==> config.mk <==
export PLATFORM = sky130hd
export DESIGN_NAME = byte_register_machine_execute_top
export DESIGN_NICKNAME = d
export VERILOG_FILES = /design/src/rtl/brm_pkg.sv /design/src/rtl/brm_exec.sv /design/src/rtl/byte_register_machine_execute_top.sv
export SDC_FILE = /design/constraint.sdc
export NUM_CORES = 1
export LEC_CHECK = 0
export ABC_AREA = 1
export BUFFER_PORTS_ARGS = -buffer_cell sky130_fd_sc_hd__buf_4
export CAP_MARGIN = 20
export CORE_ASPECT_RATIO = 1.75
export CORE_UTILIZATION = 51
export DETAILED_ROUTE_END_ITERATION = 10
export GPL_ROUTABILITY_DRIVEN = 0
export PLACE_DENSITY = 0.68
export SETUP_SLACK_MARGIN = 0.4
export SYNTH_ARGS = -nofsm -noshare
export SYNTH_HDL_FRONTEND = slang
export SYNTH_SLANG_ARGS = --single-unit
==> constraint.sdc <==
create_clock -name clk_i -period 4.15 [get_ports clk_i]
set_input_delay 1.245 -clock clk_i [delete_from_list [all_inputs] [get_ports clk_i]]
set_output_delay 1.245 -clock clk_i [all_outputs]
set_load 0.02 [all_outputs]
==> src/rtl/brm_pkg.sv <==
package brm_pkg;

  localparam int unsigned ProgSlotsDef = 32;
  localparam int unsigned RegCountDef  = 16;

  // Instruction opcodes
  localparam logic [7:0] OpInc   = 8'h01;
  localparam logic [7:0] OpDec   = 8'h02;
  localparam logic [7:0] OpMov   = 8'h03;
  localparam logic [7:0] OpLdi   = 8'h04;
  localparam logic [7:0] OpShl   = 8'h05;
  localparam logic [7:0] OpShr   = 8'h06;
  localparam logic [7:0] OpJmp   = 8'h07;
  localparam logic [7:0] OpJz    = 8'h08;
  localparam logic [7:0] OpJnz   = 8'h09;
  localparam logic [7:0] OpJend  = 8'h0A;
  localparam logic [7:0] OpHalt  = 8'h0B;
  localparam logic [7:0] OpSub   = 8'h0D;
  localparam logic [7:0] OpXor   = 8'h0E;
  localparam logic [7:0] OpOr    = 8'h0F;
  localparam logic [7:0] OpRead  = 8'h10;
  localparam logic [7:0] OpWrite = 8'h11;

  // State updates produced by one executed instruction
  typedef struct packed {
    logic       wr_en;
    logic [3:0] wr_addr;
    logic [7:0] wr_data;
    logic       set_zero;
    logic       set_end;
    logic       set_stop;
  } brm_upd_t;

  // One result item
  typedef struct packed {
    logic [4:0] next_pc;
    logic       halted;
    logic       out_valid;
    logic [7:0] out_byte;
    logic       in_taken;
  } brm_res_t;

endpackage

==> src/rtl/brm_exec.sv <==
module brm_exec
  import brm_pkg::*;
#(
  parameter int unsigned PROG_SLOTS = ProgSlotsDef,
  localparam int unsigned PcW = $clog2(PROG_SLOTS)
) (
  input  logic [7:0]     opcode_i,
  input  logic [7:0]     operand_i,
  input  logic [7:0]     in_byte_i,
  input  logic           in_exhausted_i,
  input  logic [7:0]     rx_i,
  input  logic [7:0]     ry_i,
  input  logic           zero_i,
  input  logic           end_i,
  input  logic           stop_i,
  input  logic [PcW-1:0] pc_i,
  output brm_upd_t       upd_o,
  output logic [PcW-1:0] pc_o,
  output brm_res_t       res_o
);

  localparam logic signed [9:0] SlotsS = 10'(PROG_SLOTS);

  logic              jump;
  logic              leave;
  logic [7:0]        pc8;
  logic [4:0]        pc5;
  logic signed [9:0] offset;
  logic signed [9:0] target;

  // Jump decision from opcode and flags only
  always_comb begin
    case (opcode_i)
      OpJmp:   jump = 1'b1;
      OpJz:    jump = zero_i;
      OpJnz:   jump = !zero_i;
      OpJend:  jump = end_i;
      default: jump = 1'b0;
    endcase
  end

  assign pc8    = 8'(pc_i);
  assign offset = jump ? $signed({{2{operand_i[7]}}, operand_i}) : 10'sd1;
  assign target = $signed({2'b00, pc8}) + offset;
  assign leave  = (target < 10'sd0) || (target >= SlotsS);

  // Hold the counter when stopped, on halt, or when the target leaves the program
  assign pc_o   = (stop_i || (opcode_i == OpHalt) || leave) ? pc_i : target[PcW-1:0];
  assign pc5    = 5'(pc_o);

  always_comb begin
    upd_o           = '0;
    upd_o.wr_addr   = operand_i[3:0];
    res_o           = '0;
    if (!stop_i) begin
      case (opcode_i)
        OpInc: begin
          upd_o.wr_en    = 1'b1;
          upd_o.wr_data  = rx_i + 8'd1;
          upd_o.set_zero = (rx_i == 8'd0);
        end
        OpDec: begin
          upd_o.wr_en    = 1'b1;
          upd_o.wr_data  = rx_i - 8'd1;
          upd_o.set_zero = (rx_i == 8'd0);
        end
        OpMov: begin
          upd_o.wr_en   = 1'b1;
          upd_o.wr_data = ry_i;
        end
        OpLdi: begin
          upd_o.wr_en   = 1'b1;
          upd_o.wr_addr = 4'd0;
          upd_o.wr_data = operand_i;
        end
        OpShl: begin
          upd_o.wr_en   = 1'b1;
          upd_o.wr_data = {rx_i[6:0], 1'b0};
        end
        OpShr: begin
          upd_o.wr_en   = 1'b1;
          upd_o.wr_data = {1'b0, rx_i[7:1]};
        end
        OpSub: begin
          upd_o.wr_en   = 1'b1;
          upd_o.wr_data = rx_i - ry_i;
        end
        OpXor: begin
          upd_o.wr_en   = 1'b1;
          upd_o.wr_data = rx_i ^ ry_i;
        end
        OpOr: begin
          upd_o.wr_en   = 1'b1;
          upd_o.wr_data = rx_i | ry_i;
        end
        OpHalt: upd_o.set_stop = 1'b1;
        OpRead: begin
          if (in_exhausted_i) begin
            upd_o.set_end = 1'b1;
          end else begin
            upd_o.wr_en    = 1'b1;
            upd_o.wr_data  = in_byte_i;
            res_o.in_taken = 1'b1;
          end
        end
        OpWrite: begin
          res_o.out_valid = 1'b1;
          res_o.out_byte  = rx_i;
        end
        default: ;
      endcase

      // result-zero check for the shift and two-operand ALU ops
      if (opcode_i inside {OpShl, OpShr, OpSub, OpXor, OpOr}) begin
        upd_o.set_zero = (upd_o.wr_data == 8'd0);
      end

      if (leave) begin
        upd_o.set_stop = 1'b1;
      end
    end
    res_o.next_pc = pc5;
    res_o.halted  = stop_i | upd_o.set_stop;
  end

endmodule

==> src/rtl/byte_register_machine_execute_top.sv <==
// Channel   | Dir | Fields (lowest bit first)
// ----------+-----+--------------------------------------------------------
// s_axis    | in  | tdata: opcode[7:0] operand[15:8] in_byte[23:16]
//           |     | tuser: in_exhausted[0]
// m_axis    | out | tdata: next_pc[4:0] out_byte[12:5], zero pad [15:13]
//           |     | tuser: halted[0] out_valid[1] in_taken[2]
//
// Each instruction transaction is captured with its two source registers
// (read from the register file on the same edge), executed combinationally and
// lands in the output register; one transaction per cycle is sustained while
// m_axis accepts results. The execute stage sets the rate: state from one
// instruction is written at the edge the next one executes.
// Reset clears the valid bits of the register file, so all registers read
// as zero, along with the flags, the program counter and both stage valids.
// A stalled m_axis holds the result; one more transaction can still be
// captured behind it before s_axis_tready drops.
module byte_register_machine_execute_top
  import brm_pkg::*;
#(
  parameter int unsigned PROG_SLOTS = ProgSlotsDef,
  parameter int unsigned REG_COUNT  = RegCountDef
) (
  input  logic        clk_i,
  input  logic        rst_ni,
  input  logic        s_axis_tvalid,
  output logic        s_axis_tready,
  input  logic [23:0] s_axis_tdata,   // opcode, operand, in_byte
  input  logic [0:0]  s_axis_tuser,   // in_exhausted
  output logic        m_axis_tvalid,
  input  logic        m_axis_tready,
  output logic [15:0] m_axis_tdata,   // next_pc, out_byte, zero pad
  output logic [2:0]  m_axis_tuser    // halted, out_valid, in_taken
);

  localparam int unsigned PcW = $clog2(PROG_SLOTS);
  localparam int unsigned RaW = $clog2(REG_COUNT);

  // Register file with per-entry valid bits: an unwritten entry reads zero
  logic [7:0]           rf_mem [REG_COUNT];
  logic [REG_COUNT-1:0] rf_vld_q;

  // Capture stage
  logic       in_vld_q;
  logic [7:0] opcode_q, operand_q, in_byte_q, rx_q, ry_q;
  logic       in_exh_q;

  // Architectural state
  logic           zero_q, end_q, stop_q;
  logic [PcW-1:0] pc_q, pc_d;

  // Output register
  logic     out_vld_q;
  brm_res_t res_q, res_d;
  brm_upd_t upd;

  logic           s_hs, advance, out_free;
  logic [RaW-1:0] x_in, y_in, wr_idx;
  logic           wr_fire;

  assign out_free      = !out_vld_q || m_axis_tready;
  assign advance       = in_vld_q && out_free;
  assign s_axis_tready = !in_vld_q || advance;
  assign s_hs          = s_axis_tvalid && s_axis_tready;

  assign x_in    = s_axis_tdata[8 +: RaW];
  assign y_in    = s_axis_tdata[12 +: RaW];
  assign wr_idx  = upd.wr_addr[RaW-1:0];
  assign wr_fire = advance && upd.wr_en;

  brm_exec #(
    .PROG_SLOTS(PROG_SLOTS)
  ) u_exec (
    .opcode_i      (opcode_q),
    .operand_i     (operand_q),
    .in_byte_i     (in_byte_q),
    .in_exhausted_i(in_exh_q),
    .rx_i          (rx_q),
    .ry_i          (ry_q),
    .zero_i        (zero_q),
    .end_i         (end_q),
    .stop_i        (stop_q),
    .pc_i          (pc_q),
    .upd_o         (upd),
    .pc_o          (pc_d),
    .res_o         (res_d)
  );

  // Write port
  always_ff @(posedge clk_i) begin
    if (wr_fire) begin
      rf_mem[wr_idx] <= upd.wr_data;
    end
  end

  always_ff @(posedge clk_i or negedge rst_ni) begin
    if (!rst_ni) begin
      rf_vld_q <= '0;
    end else if (wr_fire) begin
      rf_vld_q[wr_idx] <= 1'b1;
    end
  end

  // Capture payload and read both sources; forward the write landing on
  // the same edge so the captured operands are never stale
  always_ff @(posedge clk_i) begin
    if (s_hs) begin
      opcode_q  <= s_axis_tdata[7:0];
      operand_q <= s_axis_tdata[15:8];
      in_byte_q <= s_axis_tdata[23:16];
      in_exh_q  <= s_axis_tuser[0];
      if (wr_fire && wr_idx == x_in) begin
        rx_q <= upd.wr_data;
      end else begin
        rx_q <= rf_vld_q[x_in] ? rf_mem[x_in] : 8'd0;
      end
      if (wr_fire && wr_idx == y_in) begin
        ry_q <= upd.wr_data;
      end else begin
        ry_q <= rf_vld_q[y_in] ? rf_mem[y_in] : 8'd0;
      end
    end
  end

  always_ff @(posedge clk_i or negedge rst_ni) begin
    if (!rst_ni) begin
      in_vld_q  <= 1'b0;
      out_vld_q <= 1'b0;
      zero_q    <= 1'b0;
      end_q     <= 1'b0;
      stop_q    <= 1'b0;
      pc_q      <= '0;
    end else begin
      if (s_hs) begin
        in_vld_q <= 1'b1;
      end else if (advance) begin
        in_vld_q <= 1'b0;
      end
      if (advance) begin
        out_vld_q <= 1'b1;
        zero_q    <= zero_q | upd.set_zero;
        end_q     <= end_q | upd.set_end;
        stop_q    <= stop_q | upd.set_stop;
        pc_q      <= pc_d;
      end else if (m_axis_tready) begin
        out_vld_q <= 1'b0;
      end
    end
  end

  always_ff @(posedge clk_i) begin
    if (advance) begin
      res_q <= res_d;
    end
  end

  assign m_axis_tvalid = out_vld_q;
  assign m_axis_tdata  = {3'b000, res_q.out_byte, res_q.next_pc};
  assign m_axis_tuser  = {res_q.in_taken, res_q.out_valid, res_q.halted};

`ifndef SYNTHESIS
  // Once stopped, the machine stays stopped
  a_stop_sticky: assert property (@(posedge clk_i) disable iff (!rst_ni)
    stop_q |=> stop_q)
    else $error("stop flag cleared");

  // A stopped machine never writes its register file
  a_no_write_stopped: assert property (@(posedge clk_i) disable iff (!rst_ni)
    wr_fire |-> !stop_q)
    else $error("register write while stopped");

  // The program counter is frozen once stopped
  a_pc_frozen: assert property (@(posedge clk_i) disable iff (!rst_ni)
    stop_q |=> $stable(pc_q))
    else $error("program counter moved while stopped");

  // Input side only stalls when the capture stage is full and blocked
  a_ready_stall: assert property (@(posedge clk_i) disable iff (!rst_ni)
    !s_axis_tready |-> (in_vld_q && out_vld_q && !m_axis_tready))
    else $error("input stalled without a blocked result");

  // A stopped machine reports halted and no side effects
  a_stopped_result: assert property (@(posedge clk_i) disable iff (!rst_ni)
    (advance && stop_q) |=> (res_q.halted && !res_q.out_valid && !res_q.in_taken))
    else $error("stopped machine produced side effects");
`endif

endmodule

==> impl_metrics.json <==
{
  "path_class": "register to register",
  "grt_usage_pct": 31.6,
  "grt_pass1_wl_um": 52600,
  "cap_violations": 0,
  "cts_hold_buf": 0,
  "peakVddDrop_mv": 0.323,
  "slew_viol_final": 0,
  "cts-root-buf": "clkbuf_16",
  "fmax_ghz": 0.288,
  "drt_wl_total_um": 35000,
  "grt_max_degree": 58,
  "antenna_found_initial": 0,
  "dieArea_um2": 22800,
  "drt_iter0_markers": 1112,
  "synth_cell_types": 41,
  "start_util_pct": 52.4,
  "clkTransAtPathRegs_ps": 70,
  "io_buffers": 46,
  "fill_cells": 1864,
  "die_w_um": 115,
  "cts-buffers-inserted": 21,
  "ant_nets": 0,
  "hold_class": "register to register",
  "core_area_um2": 21600,
  "finalCriticalPeriod_ps": 3480,
  "clock_latency_ps": 510,
  "finClkSkew_ps": 14.9,
  "power_density_nw_per_um2": 412,
  "endpoint_kind": "register",
  "cts_max_level": 1,
  "reg2reg_slack_ps": 670,
  "period_share_pct": 83.8,
  "drc": 0,
  "tightest_slew_ps": 974,
  "hold_violations": 0,
  "cp.arrival_ps": 3600,
  "grt_pass1_vias": 9510,
  "grt_setup_unrepaired": "false",
  "cts_tree": "built",
  "syn_area_per_cell_um2": 8.97,
  "vias": 9804,
  "cp_max_fo": 16,
  "synthDominantCellAreaShare_pct": 49.1,
  "synthToLayoutAreaGrowth_pct": 13.0,
  "seq_area_frac_synth_pct": 54.9,
  "die_height_um": 199,
  "grt_overflow": 0,
  "ys_ff_latch": 211,
  "rows": 71,
  "avgRoutedWirePerCell_um": 21.6,
  "final_layout_size_suffix_gt1_share_pct": 11.6,
  "crit_chain": "inv_1 > nand2_1 > nor2_1 > nand2_1 > o21ai_0 > inv_1 > fa_1 > inv_1 > nand2_1 > nand3_1 > o21ai_0 > inv_1",
  "yosysWarnings": 0,
  "tns_ps": 0,
  "hpwlAfterDp_um": 24000,
  "synth_area_leaders": "edfxtp_1 49%, o21ai_0 8.7%, nor2_1 7.7%, dfrtp_1 5.8%, nand2_1 5.0%",
  "syn_area_um2": 11300,
  "via_per_inst": 6.07,
  "path_buf_inv": 4,
  "cpMostUsedCell": "inv_1",
  "num_io_pins": 50,
  "required_ps": 4280,
  "firstDrtPassIters": 5,
  "slew_headroom_pct": 34.4,
  "antenna_cells": 0,
  "cts_setup_buffers": 0,
  "synth_enable_flop_cells": 185,
  "cts_num_sinks": 211,
  "ys_async_sr_fraction_pct": 12.3,
  "cpMaxStageDelayCell": "fa_1",
  "cp_slowest_stage_delay_ps": 520,
  "final_cells": 1616,
  "p_leak_nw": 5.23,
  "synth_top_area_cell": "edfxtp_1",
  "cts_buffer_depth": 3,
  "dp_cells": 1579,
  "syn_inst": 1261,
  "synth_top_flop_cell": "edfxtp_1",
  "outcome": "finished, final reports clean",
  "crit_path_start_kind": "register",
  "critPathTopFamily": "compound AO/OA/AOI/OAI gates",
  "nNetsFinal": 1361,
  "setup_viol": 0,
  "ctsResizeCount": 0
}
## cell usage after synthesis, types with 4 or more instances
| cell | instances |
|---|---|
| nor2_1 | 232 |
| o21ai_0 | 196 |
| edfxtp_1 | 185 |
| nand2_1 | 150 |
| inv_1 | 97 |
| nand3_1 | 85 |
| o22ai_1 | 68 |
| clkbuf_1 | 43 |
| dfrtp_1 | 26 |
| a21oi_1 | 25 |
| ha_1 | 20 |
| nand2_2 | 13 |
| nand3b_1 | 10 |
| o21ai_1 | 10 |
| o221ai_1 | 8 |
| xor2_1 | 8 |
| buf_2 | 7 |
| nand4_1 | 7 |
| or2_1 | 7 |
| and2_1 | 5 |
| clkinv_1 | 5 |
| inv_2 | 5 |
| buf_1 | 4 |
| buf_4 | 4 |
| buf_6 | 4 |
| nor2_2 | 4 |
| or2_2 | 4 |
## where the power goes
part           switching [mW]  internal, mW
sequential             0.0739          2.42
clock                   0.810          1.18
combinational           0.503         0.270
total                    1.39          3.88
## cell usage in the layout, fill, tap and decap left out, types with 10 or more instances in the layout
cell and instances:
nor2_1 232, o21ai_0 195, edfxtp_1 185, nand2_1 150, inv_1 97, nand3_1 85
buf_4 85, o22ai_1 68, dfrtp_1 26, a21oi_1 25, clkbuf_16 21, ha_1 20
nand2_2 13, o21ai_1 11, nand3b_1 10
## area by class of cell
| class | count | area (µm²) | area share (%) |
|---|---|---|---|
| multi-input combinational | 882 | 4420 | 34.6 |
| clock buffer | 22 | 529 | 4.14 |
| sequential | 211 | 6210 | 48.6 |
| clock inverter | 15 | 194 | 1.52 |
| timing repair buffer | 86 | 658 | 5.15 |
| inverter | 108 | 408 | 3.19 |
| tap | 292 | 365 | 2.86 |
## flip-flops by register name, indices dropped and copies added, names as in the netlist, 3 cells and up
| name | cells |
|---|---|
| operand_q | 8 |
| m_axis_tuser | 3 |
| rf_vld_q | 16 |
| in_byte_q | 8 |
| opcode_q | 8 |
| rx_q | 8 |
| m_axis_tdata | 13 |
| ry_q | 8 |
| rf_mem | 128 |
| pc_q | 5 |
## final timing paths
path                       cells after the start   startpoint           end
max                                           12  opcode_q[1]  rf_mem[2][1]
min                                            1  rf_vld_q[1]   rf_vld_q[1]
max reg2reg                                   12  opcode_q[1]  rf_mem[2][1]
min reg2reg                                    1  rf_vld_q[1]   rf_vld_q[1]
max in group asynchronous                      1       rst_ni   rf_vld_q[6]
min in group asynchronous                      1       rst_ni   rf_vld_q[8]
## through the flow
step           util [%]  hold WS (ps)  instance area, µm²  power [mW]  setup slack, ps
2_1_floorplan         -           427               11300        3.02             1330
4_1_cts            59.2           468               12800        5.27              725
5_1_grt            59.2           502               12800        5.44              503
3_5_place_dp       55.8           451               12100        3.30              767
6_report           59.2           470               12800        5.26              674
3_3_place_gp       55.8           446               12100        3.29              839
## layer usage
| layer | part of all wire, % | global-route usage (%) |
|---|---|---|
| met1 | 33 | 32.1 |
| met2 | 51 | 56.1 |
| met3 | 7.4 | 4.91 |
| met4 | 8.8 | 26.5 |
| met5 | 0 | 0 |
## logic make-up after synthesis
kind of cell / count (synthesis) / share of synthesized area, %
AOI/OAI and AO/OA: 315 / 15.1
xor gates and xnor gates: 11 / 0.852
adders and majority gates: 22 / 2.57
buffers and inverters: 170 / 6.14
DFF: 211 / 54.9
other: 1 / 0.0332
and+or+nand+nor: 531 / 20.4
No activity file was read; power rests on OpenSTA's default activity.
